### config.mk
export PLATFORM = sky130hd
export DESIGN_NAME = nrt_front
export DESIGN_NICKNAME = d
export VERILOG_FILES = /design/src/rtl/nrt_pkg.sv /design/src/rtl/nrt_front.sv
export SDC_FILE = /design/constraint.sdc
export NUM_CORES = 1
export LEC_CHECK = 0
export BUFFER_PORTS_ARGS = -buffer_cell sky130_fd_sc_hd__buf_2
export CAP_MARGIN = 20
export CORE_UTILIZATION = 40
export DETAILED_ROUTE_END_ITERATION = 16
export SLEW_MARGIN = 20
export SYNTH_ARGS = -nofsm -noshare
export SYNTH_HDL_FRONTEND = slang
export SYNTH_SLANG_ARGS = --single-unit
### constraint.sdc
create_clock -name clk -period 12.4 [get_ports clk]
set_clock_uncertainty 0.05 [all_clocks]
set_input_delay 2.48 -clock clk [delete_from_list [all_inputs] [get_ports clk]]
set_output_delay 2.48 -clock clk [all_outputs]
set_load 0.01 [all_outputs]
### src/rtl/nrt_pkg.sv
`default_nettype none
// ----------------------------------------------------------------------------
// nrt_pkg
// Types, constants and payload formats shared by the node request tracker.
// ----------------------------------------------------------------------------
package nrt_pkg;

  localparam int unsigned NODES_DEF   = 16;
  localparam int unsigned CATEGORIES  = 5;
  localparam int unsigned IN_W        = 120;
  localparam int unsigned OUT_W       = 48;
  localparam int unsigned CFG_IDX_W   = 8;
  localparam logic [31:0] FRESH_RST   = 32'd5000;
  localparam logic [31:0] TIMEOUT_RST = 32'd2000;

  typedef enum logic [3:0] {
    K_PREP_STATUS = 4'd0,
    K_PREP_PAGE   = 4'd1,
    K_COMPL_PAGE  = 4'd2,
    K_CLEAR_PAGE  = 4'd3,
    K_CLEAR_PEND  = 4'd4,
    K_STATUS_UPD  = 4'd5,
    K_PAGE_DATA   = 4'd6,
    K_INVALIDATE  = 4'd7,
    K_QUERY       = 4'd8
  } kind_t;

  localparam logic [CFG_IDX_W-1:0] REG_FRESH   = 8'd0;
  localparam logic [CFG_IDX_W-1:0] REG_TIMEOUT = 8'd1;

  typedef struct packed {
    logic [3:0]  kind;
    logic [31:0] node_id;
    logic [31:0] time_ms;
    logic [2:0]  category;
    logic [15:0] page_offset;
    logic        new_has_plc;
    logic        new_has_rtc;
    logic        new_pending;
    logic [31:0] new_started_ms;
  } req_t;

  typedef struct packed {
    logic        ok;
    logic        found;
    logic        has_plc;
    logic        has_rtc;
    logic        pending;
    logic [4:0]  page_pending_mask;
    logic [31:0] updated_at;
  } rsp_t;

  typedef enum logic [1:0] {
    ST_IDLE,
    ST_EXEC,
    ST_OUT
  } bstate_t;

endpackage
`default_nettype wire

### src/rtl/nrt_front.sv
`default_nettype none
// ----------------------------------------------------------------------------
// nrt_front
// Accepts request beats, unpacks them and holds them in a two-entry queue.
// ----------------------------------------------------------------------------
module nrt_front (
  input  wire                       clk,
  input  wire                       rst_n,
  input  wire                       in_tvalid,
  output logic                      in_tready,
  input  wire [nrt_pkg::IN_W-1:0]   in_tdata,
  input  wire [3:0]                 in_tuser,
  output logic                      q_valid,
  input  wire                       q_pop,
  output nrt_pkg::req_t             q_req
);
  import nrt_pkg::*;

  req_t       mem_r [2];
  logic       wp_r, rp_r;
  logic [1:0] cnt_r;
  req_t       inr;
  logic       push;

  always_comb begin
    inr.kind           = in_tuser;
    inr.node_id        = in_tdata[31:0];
    inr.time_ms        = in_tdata[63:32];
    inr.category       = in_tdata[66:64];
    inr.page_offset    = in_tdata[82:67];
    inr.new_has_plc    = in_tdata[83];
    inr.new_has_rtc    = in_tdata[84];
    inr.new_pending    = in_tdata[85];
    inr.new_started_ms = in_tdata[117:86];
  end

  assign in_tready = (cnt_r != 2'd2);
  assign push      = in_tvalid && in_tready;
  assign q_valid   = (cnt_r != 2'd0);
  assign q_req     = mem_r[rp_r];

  always_ff @(posedge clk) begin
    if (push) begin
      mem_r[wp_r] <= inr;
    end
  end

  always_ff @(posedge clk) begin
    if (!rst_n) begin
      wp_r  <= 1'b0;
      rp_r  <= 1'b0;
      cnt_r <= 2'd0;
    end else begin
      if (push) wp_r <= ~wp_r;
      if (q_pop) rp_r <= ~rp_r;
      cnt_r <= cnt_r + {1'b0, push} - {1'b0, q_pop};
    end
  end

`ifndef NO_ASSERTIONS
  a_no_pop_empty: assert property (@(posedge clk) disable iff (!rst_n)
    q_pop |-> q_valid) else $error("pop from empty queue");
  a_cnt_range: assert property (@(posedge clk) disable iff (!rst_n)
    cnt_r != 2'd3) else $error("queue count overflow");
  a_full_blocks: assert property (@(posedge clk) disable iff (!rst_n)
    (cnt_r == 2'd2) |-> !in_tready) else $error("accept while full");
`endif
endmodule
`default_nettype wire

==> results of run 1 <==
[worst max-delay path: cells and delay by family (launching register included)]
kind / cells / cell delay (ns)
buffers and inverters: 2 / 1.08
multiplexers: 1 / 0.42
flip-flops: 1 / 1.02
[placed cells by master (no fill, tap or decap), drive strengths merged]
cell type,count
a211o,1
a211oi,1
a21bo,1
a21boi,2
and2,3
and3,1
buf,252
bufinv,4
clkbuf,41
clkinv,4
clkinvlp,1
dfxtp,5
edfxtp,244
ha,1
inv,4
mux2,122
mux2i,1
nand2,2
nand2b,1
nand3,1
nand3b,2
nor4b,1
or2,1
xnor2,1
xor2,1
[flip-flops by register name, indices dropped and copies added, names as in the netlist, named ones only]
register and count:
cnt_r 2, wp_r 1, mem_r 244, rp_r 1
[logic make-up (layout without fill, tap and decap cells)]
| logic type | count (synthesis) | in the layout | synth area share [%] |
|---|---|---|---|
| compound gates | 5 | 5 | 0.479 |
| simple gates | 12 | 12 | 0.785 |
| mux | 123 | 123 | 17.9 |
| buf+inv | 16 | 306 | 1.53 |
| xor+xnor | 2 | 2 | 0.186 |
| flops | 249 | 249 | 79.0 |
| fa+ha+maj | 1 | 1 | 0.133 |
[metal layers]
| layer | share of wire [%] | global-route usage [%] | up-vias |
|---|---|---|---|
| li1 | - | - | 2170 |
| met1 | 41 | 16.1 | 2243 |
| met2 | 47 | 23.8 | 199 |
| met3 | 8.8 | 4.71 | 37 |
| met4 | 3.0 | 4.44 | 2 |
| met5 | 0.047 | 0 | - |
[power groups by stage]
| stage | clock, mW | combinational (mW) | sequential [mW] |
|---|---|---|---|
| global placement | 0 | 0.260 | 1.05 |
| floorplan | 0 | 0.171 | 1.05 |
| detailed placement | 0 | 0.264 | 1.05 |
| CTS | 0.870 | 0.265 | 1.04 |
| global route | 0.903 | 0.281 | 1.04 |
| finish | 0.849 | 0.259 | 1.04 |
[area by class of cell]
class | count | area (um^2)
Inverter | 2 | 10.0
Fill cell | 1850 | 10900
Tap cell | 313 | 392
Timing Repair Buffer | 252 | 1270
Sequential cell | 249 | 7430
Multi-Input combinational cell | 143 | 1840
Clock buffer | 41 | 811
Clock inverter | 11 | 166
[per-stage QoR]
step	worst slack, ns	power [mW]	area (um^2)	hold slack [ns]
floorplan	6.51	1.22	9400	0.479
global placement	7.26	1.31	10900	0.507
detailed placement	7.23	1.32	10900	0.511
CTS	6.67	2.17	11900	0.533
global route	6.58	2.23	11900	0.570
finish	6.79	2.14	11900	0.531
[how the worst max path moves through the flow]
stage / start / end / slack (ns) / cells after the start
4_1_cts: register / q_req[38] / 6.67 / 3
3_3_place_gp: register / q_req[36] / 7.26 / 3
3_5_place_dp: register / q_req[38] / 7.23 / 3
2_1_floorplan: in_tvalid / mem_r[1][0]$_DFFE_PP_ / 6.51 / 1
5_1_grt: register / q_req[38] / 6.58 / 3
6_report: register / q_req[38] / 6.79 / 3
==> metrics.md, run 1 <==
| Metric | Value |
|---|---|
| Seq/Total Area, Yosys | `79.0%` |
| Max VDD drop | `0.102 mV` |
| EDFF count, synth | `around 240` |
| CTS sink cnt | `roughly 250` |
| Crit path largest cell delay | `1.02 ns` |
| CTS tree | `yes` |
| CP Class | `reg2out` |
| Core box area | `22,800 um^2` |
| Syn nets | `roughly 540` |
| Tmin final | `around 5.6 ns` |
| Post-CTS Resized | `0` |
| Synth top cells by count | `244 x edfxtp_1, 80 x mux2_4, 42 x mux2_2, 9 x buf_6, 5 x dfxtp_1` |
| Nature of the critical path startpoint | `register` |
| Final period util | `about 45%` |
| Post-Place Cells | `between 900 and 1,000` |
| Chip width | `155 um` |
| GPL Wtd Cong | `0.698` |
| RSZ-0062 raised after global routing | `no` |
| Antenna violations before repair | `1` |
| Drt pass-1 iters | `4` |
| Die ar. | `roughly 24,000 um^2` |
| Async SR Flop Fraction | `0%` |
| Share of cells above drive strength 1 | `60.6%` |
| Via-to-Cell Ratio | `4.60` |
| Hold Crit Depth | `2` |
| Drt wl/cell | `17.0 um` |
| Top FF cell, synth | `edfxtp_1` |
| Largest area contributor in the netlist | `edfxtp_1` |
| R2r setup slk | `9.69 ns` |
| Ranking of synthesized cells by area | `edfxtp_1 78%, mux2_4 13%, mux2_2 5.0%` |
| WL final | `17.2 mm` |
| Placed wire-length estimate | `11.0 mm` |
| Most frequent cell after synthesis | `edfxtp_1` |
| N_diodes | `0` |
| Reg2reg end | `mem_r[0][47]$_DFFE_PP_` |
| Routed Antenna Nets | `0` |
| Clock slew at reported path FFs | `0.05 ns` |
| Gate power share | `12.1%` |
| Starting DRT DRC Count | `227` |
| FF-to-FF path depth | `4` |
| Gr usage total | `13.8%` |
| H-tree depth | `1` |
| Worst slew pin tran | `1.06 ns` |
| Remaining DRCs | `0` |
| Syn-to-layout area delta | `26.7%` |
| # IOs | `roughly 250` |
| Synth top area share | `77.9%` |
| Largest net degree at the start of global routing | `between 70 and 80` |
| Mapped Area | `between 9000 and 10,000 um^2` |
| # hold bufs at CTS | `0` |
| Fmax | `178 MHz` |
| Hold Fails Final Rpt | `0` |
| Crit-path max FO | `between 60 and 70` |
| Finished Layout Cells | `1,011` |
| Min-delay src | `rp_r$_SDFFE_PN0P_` |
| FP Rows | `between 50 and 60` |
| Status | `finished, final reports clean` |
| Clock power frac | `39.6%` |
| Gr ovfl total | `0` |
| Pleak | `4.63 nW` |
| Ys Warns | `0` |
| Crit. End Element | `primary output` |
| Postcts setup bufs | `0` |
| Arrival time worst endpoint | `3.08 ns` |
| Psw | `468 uW` |
| Die height | `between 150 and 200 um` |
| Max cap viols | `0` |
| Max_slew headroom | `29.1%` |
| Vias in the first global route | `~5,000` |
| Syn Area/Cell | `23.0 um^2` |
| First-pass GRT wire length | `25.9 mm` |
| Worst-path cell chain | `buf_4 > mux2_2 > buf_2` |
| Max Slew Vio Count | `0` |
| Pwr dens | `180 nW/um^2` |
| Hold crit path type | `reg2reg` |
| Int Pwr | `1.68 mW` |
| Final setup violation count | `0` |
| Initial cell density of the core | `about two fifths` |
| Via count | `roughly 4,700` |
| CTS root buffer | `clkbuf_16` |
| Clock Latency Late Sink | `0.52 ns` |
| Mapped Cells | `408` |
| IO Port Bufs | `roughly 250` |
| Seq cells post-synth | `249` |
| Sequential share of power | `48.3%` |
| Slowest-stage cell, CP | `dfxtp_4` |
| Sw Ratio | `21.8%` |
| TritonCTS buffer count | `28` |
| Synth cell types | `25` |
| Post-route setup TNS | `0 ns` |
| CP Data Required Time | `between 9 and 10 ns` |
| Final net count | `805` |
| Crit Reg-Reg Startpoint | `cnt_r[0]$_SDFF_PN0_` |
| Clock Tree Buf Depth | `3` |
| Core Util, Final | `52.2%` |
(Power assumes the default switching activity.)
==> run 2, diff against run 1 <==
Settings changed: PLACE_DENSITY set to 0.66.
Clock period 12.4 ns to 4.7 ns, I/O delays scaled along.
==> run 2 against run 1 <==
Effect of this change:
- design area shrank 1.0%
- sequential power grew to 2.6 times the previous value
- via count shrank 0.67%
- critical path depth is the same
- register-to-register slack lost 7.3 ns
- sequential share of layout area grew 0.66 points
- non-clock buffer count grew 1
- sequential cell count is the same
- count of clock-buffer cells in the layout grew 2
- worst hold slack lost 0.0023 ns
- first-iteration DRC count shrank 5.7%
- utilization shrank 0.55 points
==> metrics.md, run 2 (synthesized netlist as in run 1, its figures left out) <==
| Metric | Value |
|---|---|
| CP Data Required Time | `around 3.7 ns` |
| Arrival time worst endpoint | `2.39 ns` |
| Final net count | `~800` |
| TritonCTS buffer count | `26` |
| Pre-CTS setup slack | `1.82 ns` |
| Top Registers | `mem_r (244), cnt_r (2)` |
| R2r setup slk | `about 2.4 ns` |
| Worst-path cell chain | `buf_12 > mux2_2 > buf_2` |
| Drt wl/cell | `17.0 um` |
| Core box area | `22,800 um^2` |
| IO Port Bufs | `~250` |
| CTS sink cnt | `249` |
| CP Class | `reg2out` |
| Via-to-Cell Ratio | `4.59` |
| Max cap viols | `0` |
| Status | `finished, final reports clean` |
| Placed wire-length estimate | `11.1 mm` |
| CTS tree | `yes` |
| Crit Reg-Reg Startpoint | `cnt_r[0]$_SDFF_PN0_` |
| Commonest non-fill, non-tap cells in the layout | `249 x buf_2, 244 x edfxtp_1, 80 x mux2_4, 42 x mux2_2, 27 x clkbuf_16` |
| Final Instance Area | `11,800 um^2` |
| Post-CTS Resized | `0` |
| H-tree depth | `1` |
| WHS | `approximately 0.53 ns` |
| Biggest register | `mem_r` |
| Slowest-stage cell, CP | `dfxtp_4` |
| Postcts setup bufs | `0` |
| Finished Layout Cells | `approximately 1,000` |
| Syn-to-layout area delta | `25.4%` |
| FP Rows | `55` |
| Post-Place Cells | `960` |
| Clock slew at reported path FFs | `approximately 0.06 ns` |
| Initial cell density of the core | `41.2%` |
| Clock Tree Buf Depth | `3` |
| Max reg flops | `approximately 240` |
| Final period util | `72.0%` |
| Crit path buffers/inverters | `2` |
| Gr ovfl total | `0` |
| Reg2reg end | `mem_r[0][32]$_DFFE_PP_` |
| Final setup violation count | `0` |
| Fmax | `295 MHz` |
| Core Util, Final | `between 50% and 60%` |
| Max VDD drop | `0.333 mV` |
| Tmin final | `3.38 ns` |
| Critical Path Sink | `q_req[20]` |
| Share of cells above drive strength 1 | `59.6%` |
| Max Slew Vio Count | `0` |
| Vias in the first global route | `roughly 5,000` |
| Commonest non-fill, non-tap cell in the layout | `buf_2` |
| # IOs | `252` |
| Gr usage total | `between 10% and 20%` |
| Largest net degree at the start of global routing | `74` |
| Reg area | `7430 um^2` |
| FF-to-FF path depth | `4` |
| Routed Antenna Nets | `0` |
| Top Family by Delay on Critical Path | `flip-flops` |
| Max_slew headroom | `38.8%` |
| Footprint of the multi-input gates | `1840 um^2` |
| Chip width | `155 um` |
| Stages on worst setup path | `3` |
| RSZ-0062 raised after global routing | `no` |
| WL final | `17.1 mm` |
| First-pass GRT wire length | `26.0 mm` |
| Overall Power | `between 5 and 6 mW` |
| Fillers | `about 1,900` |
| Drt pass-1 iters | `4` |
| Die ar. | `around 24,000 um^2` |
| Nature of the critical path startpoint | `register` |
| Hold Fails Final Rpt | `0` |
| # hold bufs at CTS | `0` |
| Worst slew pin tran | `between 0.9 and 1 ns` |
| Starting DRT DRC Count | `between 200 and 250` |
| CTS root buffer | `clkbuf_16` |
| Clock Latency Late Sink | `0.52 ns` |
| Pwr dens | `453 nW/um^2` |
| Cell Area, Placed | `11,000 um^2` |
| Antenna violations before repair | `1` |
| Die height | `155 um` |
| Via count | `4,620` |
| Crit-path max FO | `62` |
| Final Worst Setup Slack | `1.32 ns` |
| Remaining DRCs | `0` |
| GPL Wtd Cong | `between 0.7 and 0.8` |
| Hold crit path type | `reg2reg` |
| Crit path largest cell delay | `0.81 ns` |
| Pleak | `~4.6 nW` |
| Post-route setup TNS | `0 ns` |
| Crit. End Element | `primary output` |
[run 2: cell count changes in the layout (fill, tap and decap cells not counted)]
cell,before,now
buf_12,0,3
buf_4,3,1
bufinv_16,4,1
clkbuf_1,8,13
clkbuf_16,29,27
clkbuf_8,4,3
clkinv_2,3,1
clkinvlp_4,1,0
diode_2,0,1
inv_6,1,0
inv_8,1,0
[run 2: routing by layer]
metal	vias to the layer above	routed length (um)	GRT usage (%)	part of all wire, %
met5	-	11	0	0.064
met4	2	306	3.73	1.8
met3	27	1590	5.04	9.3
met2	189	8400	24.1	49
met1	2243	6760	16.1	40
li1	2159	-	-	-
[run 2: cell type report]
class / count / area share [%]
timing repair buffer: 253 / 11.1
inverter: 2 / 0.0849
clock inverter: 3 / 0.329
antenna: 1 / 0.0212
sequential: 249 / 63.0
multi-input combinational: 143 / 15.6
clock buffer: 43 / 6.49
tap: 313 / 3.32
[run 2: how the worst min path moves through the flow]
stage / slack [ns] / to / start / cells after the start
global route: 0.54 / mem_r[1][100]$_DFFE_PP_ / in_tdata[14] / 1
floorplan: 0.48 / wp_r$_SDFFE_PN0P_ / wp_r$_SDFFE_PN0P_ / 2
finish: 0.53 / register / rp_r$_SDFFE_PN0P_ / 2
detailed placement: 0.52 / register / rp_r$_SDFFE_PN0P_ / 2
global placement: 0.51 / register / rp_r$_SDFFE_PN0P_ / 2
CTS: 0.53 / mem_r[0][102]$_DFFE_PP_ / in_tdata[16] / 1
[run 2: worst reg2reg max path: stages (launching register included)]
cell and delay, ns:
dfxtp_1 0.40, nand2b_1 0.25, nand3b_1 0.17, inv_4 0.67, buf_12 0.40
[run 2: report_power, final]
| part | switching (mW) | total, mW | internal, mW |
|---|---|---|---|
| clock | 0.766 | 1.92 | 1.15 |
| combinational | 0.349 | 0.695 | 0.345 |
| sequential | 0.0628 | 2.72 | 2.66 |
| total | 1.18 | 5.34 | 4.16 |
==> run 3, diff against run 2 <==
Settings changed: ABC_AREA set to 1.
Clock period 4.7 ns to 2.8 ns, I/O delays scaled along.
==> run 3 against run 2 <==
Effect of this change:
- clock power increased by 77%
- largest cell class unchanged
- highest routed layer unchanged
- critical path depth stayed put
- worst setup slack worse by 1.1 ns
- sequential share of layout area down 0.86 points
- critical path type unchanged
- combinational power rose by 60%
- final cell count rose by 1.5%
==> metrics.md, run 3 <==
| Metric | Value |
|---|---|
| Crit. End Element | `primary output` |
| Gate power share | `12.3%` |
| GPL Wtd Cong | `0.725` |
| Synth cell types | `14` |
| Drt wl/cell | `16.9 um` |
| Top Registers | `mem_r (244), cnt_r (2)` |
| Gr ovfl total | `0` |
| Fmax | `roughly 380 MHz` |
| FP Rows | `55` |
| Post-Place Cells | `973` |
| Postcts setup bufs | `0` |
| Gr usage total | `14.0%` |
| Starting DRT DRC Count | `261` |
| Pleak | `around 4.7 nW` |
| Final net count | `817` |
| Final setup violation count | `0` |
| Top FF cell, synth | `edfxtp_1` |
| Post-route setup TNS | `0 ns` |
| WL final | `17.3 mm` |
| Clock power frac | `37.5%` |
| Int Pwr | `7.09 mW` |
| Via-to-Cell Ratio | `4.54` |
| Max reg flops | `244` |
| Min-delay src | `in_tdata[105]` |
| Nature of the critical path startpoint | `register` |
| Remaining DRCs | `0` |
| Mapped Area | `9360 um^2` |
| CP Class | `reg2out` |
| CTS tree | `yes` |
| Largest area contributor in the netlist | `edfxtp_1` |
| Crit Reg-Reg Startpoint | `cnt_r[0]$_SDFF_PN0_` |
| Drt pass-1 iters | `4` |
| Largest net degree at the start of global routing | `71` |
| Post-CTS Resized | `0` |
| H-tree depth | `1` |
| IO Port Bufs | `249` |
| Slowest-stage cell, CP | `dfxtp_4` |
| FF-to-FF path depth | `5` |
| Crit-path max FO | `22` |
| Placed wire-length estimate | `11.6 mm` |
| Die ar. | `around 24,000 um^2` |
| Initial cell density of the core | `around 40%` |
| EDFF count, synth | `244` |
| Hold Fails Final Rpt | `0` |
| Worst slew pin tran | `around 0.50 ns` |
| Synth top area share | `around four fifths` |
| Reg2reg end | `mem_r[1][80]$_DFFE_PP_` |
| Seq/Total Area, Yosys | `79.4%` |
| Most frequent cell after synthesis | `edfxtp_1` |
| Clock Latency Late Sink | `0.51 ns` |
| Status | `finished, final reports clean` |
| # IOs | `252` |
| Max cap viols | `0` |
| Biggest register | `mem_r` |
| Final Worst Setup Slack | `~0.18 ns` |
| Arrival time worst endpoint | `2.01 ns` |
| Routed Antenna Nets | `0` |
| Clock slew at reported path FFs | `0.06 ns` |
| Pre-CTS setup slack | `between 0.6 and 0.7 ns` |
| Hold crit path type | `in2reg` |
| # hold bufs at CTS | `0` |
| Tmin final | `2.62 ns` |
| Synth top cells by count | `244 x edfxtp_1, 80 x mux2_4, 42 x mux2_2, 12 x nand2_1, 9 x buf_6` |
| Seq cells post-synth | `249` |
| Overall Power | `9.06 mW` |
| Worst-path cell chain | `buf_4 > mux2_2 > buf_2` |
| Sw Ratio | `21.8%` |
| Chip width | `155 um` |
| Syn-to-layout area delta | `27.7%` |
| Via count | `around 4,600` |
| Async SR Flop Fraction | `0%` |
| Ranking of synthesized cells by area | `edfxtp_1 78%, mux2_4 13%, mux2_2 5.1%` |
| RSZ-0062 raised after global routing | `no` |
| Share of cells above drive strength 1 | `60.5%` |
| Pwr dens | `758 nW/um^2` |
| Mapped Cells | `413` |
| CTS sink cnt | `approximately 250` |
| Hold Crit Depth | `1` |
| Max_slew headroom | `66.6%` |
| Syn nets | `542` |
| Max Slew Vio Count | `0` |
| Commonest non-fill, non-tap cells in the layout | `249 x buf_2, 244 x edfxtp_1, 80 x mux2_4, 42 x mux2_2, 27 x clkbuf_16` |
| Crit path largest cell delay | `0.67 ns` |
| Antenna violations before repair | `3` |
| R2r setup slk | `roughly 1.2 ns` |
| Final period util | `just over 90%` |
| Clock Tree Buf Depth | `3` |
| Commonest non-fill, non-tap cell in the layout | `buf_2` |
| TritonCTS buffer count | `26` |
| Die height | `155 um` |
| Finished Layout Cells | `1,022` |
| Core box area | `22,800 um^2` |
| First-pass GRT wire length | `about 26 mm` |
| Syn Area/Cell | `22.7 um^2` |
| Ys Warns | `0` |
| Hold Path End | `mem_r[0][19]$_DFFE_PP_` |
| Sequential share of power | `50.2%` |
| Psw | `1.97 mW` |
| Vias in the first global route | `5,037` |
| CTS root buffer | `clkbuf_16` |
| Max VDD drop | `0.407 mV` |
| CP Data Required Time | `2.19 ns` |
==> run 3: cell count changes after synthesis, moves of 2 or more <==
cell / delta
nor2_1: +7
nand3b_1: -2
inv_1: +3
nand2_1: +10
and2_1: -3
==> run 3: cell families after synthesis <==
group                      share of synthesized area [%]
DFF                                                 79.4
muxes                                               17.9
and+or+nand+nor                                    0.815
buffers and inverters                               1.66
AOI/OAI and AO/OA                                 0.0534
xor gates and xnor gates                          0.0936
adders and majority gates                          0.134
==> run 3: area by class of cell <==
type                    count  area, um^2
fillers                  1826       10800
flip-flops and latches    249        7430
multi-input cells         145        1810
repair buffers            261        1440
clock buffers              34         722
well taps                 313         392
clock inverters            13         140
inverters                   5        18.8
diodes                      2        5.00
==> run 3: power by group through the flow <==
stage	clock, mW	combinational (mW)	sequential, mW
finish	3.39	1.11	4.55
global route	3.63	1.20	4.58
CTS	3.49	1.14	4.56
detailed placement	0	1.13	4.63
global placement	0	1.10	4.61
floorplan	0	0.679	4.61
==> run 3: layer usage <==
metal / vias to the layer above / GRT usage [%] / part of all wire (%)
li1: 2178 / - / -
met1: 2248 / 16.2 / 40
met2: 189 / 24.7 / 49
met3: 25 / 4.43 / 8.2
met4: 2 / 4.15 / 2.4
met5: - / 0 / 0.098
==> run 3: worst max path at each step <==
stage,startpoint,end,cells past startpoint
final,register,q_req[31],3
after global routing,register,q_req[2],3
after CTS,register,q_req[31],3
after detailed placement,register,q_req[31],3
after global placement,register,q_req[36],3
after floorplan,in_tvalid,mem_r[1][0]$_DFFE_PP_,2
==> run 3: critical path, delay by kind of cell, from the launching register on <==
kind	cells	cell delay [ns]
flops	1	0.67
buf+inv	2	0.45
mux	1	0.37
==> run 3: metrics by stage <==
stage               hold slack (ns)  cell area (um^2)  util, %
CTS                           0.163             12000     52.5
finish                        0.186             12000     52.5
global route                  0.164             12000     52.5
floorplan                     0.413              9390        -
detailed placement            0.441             11100     48.7
global placement              0.432             11100     48.7
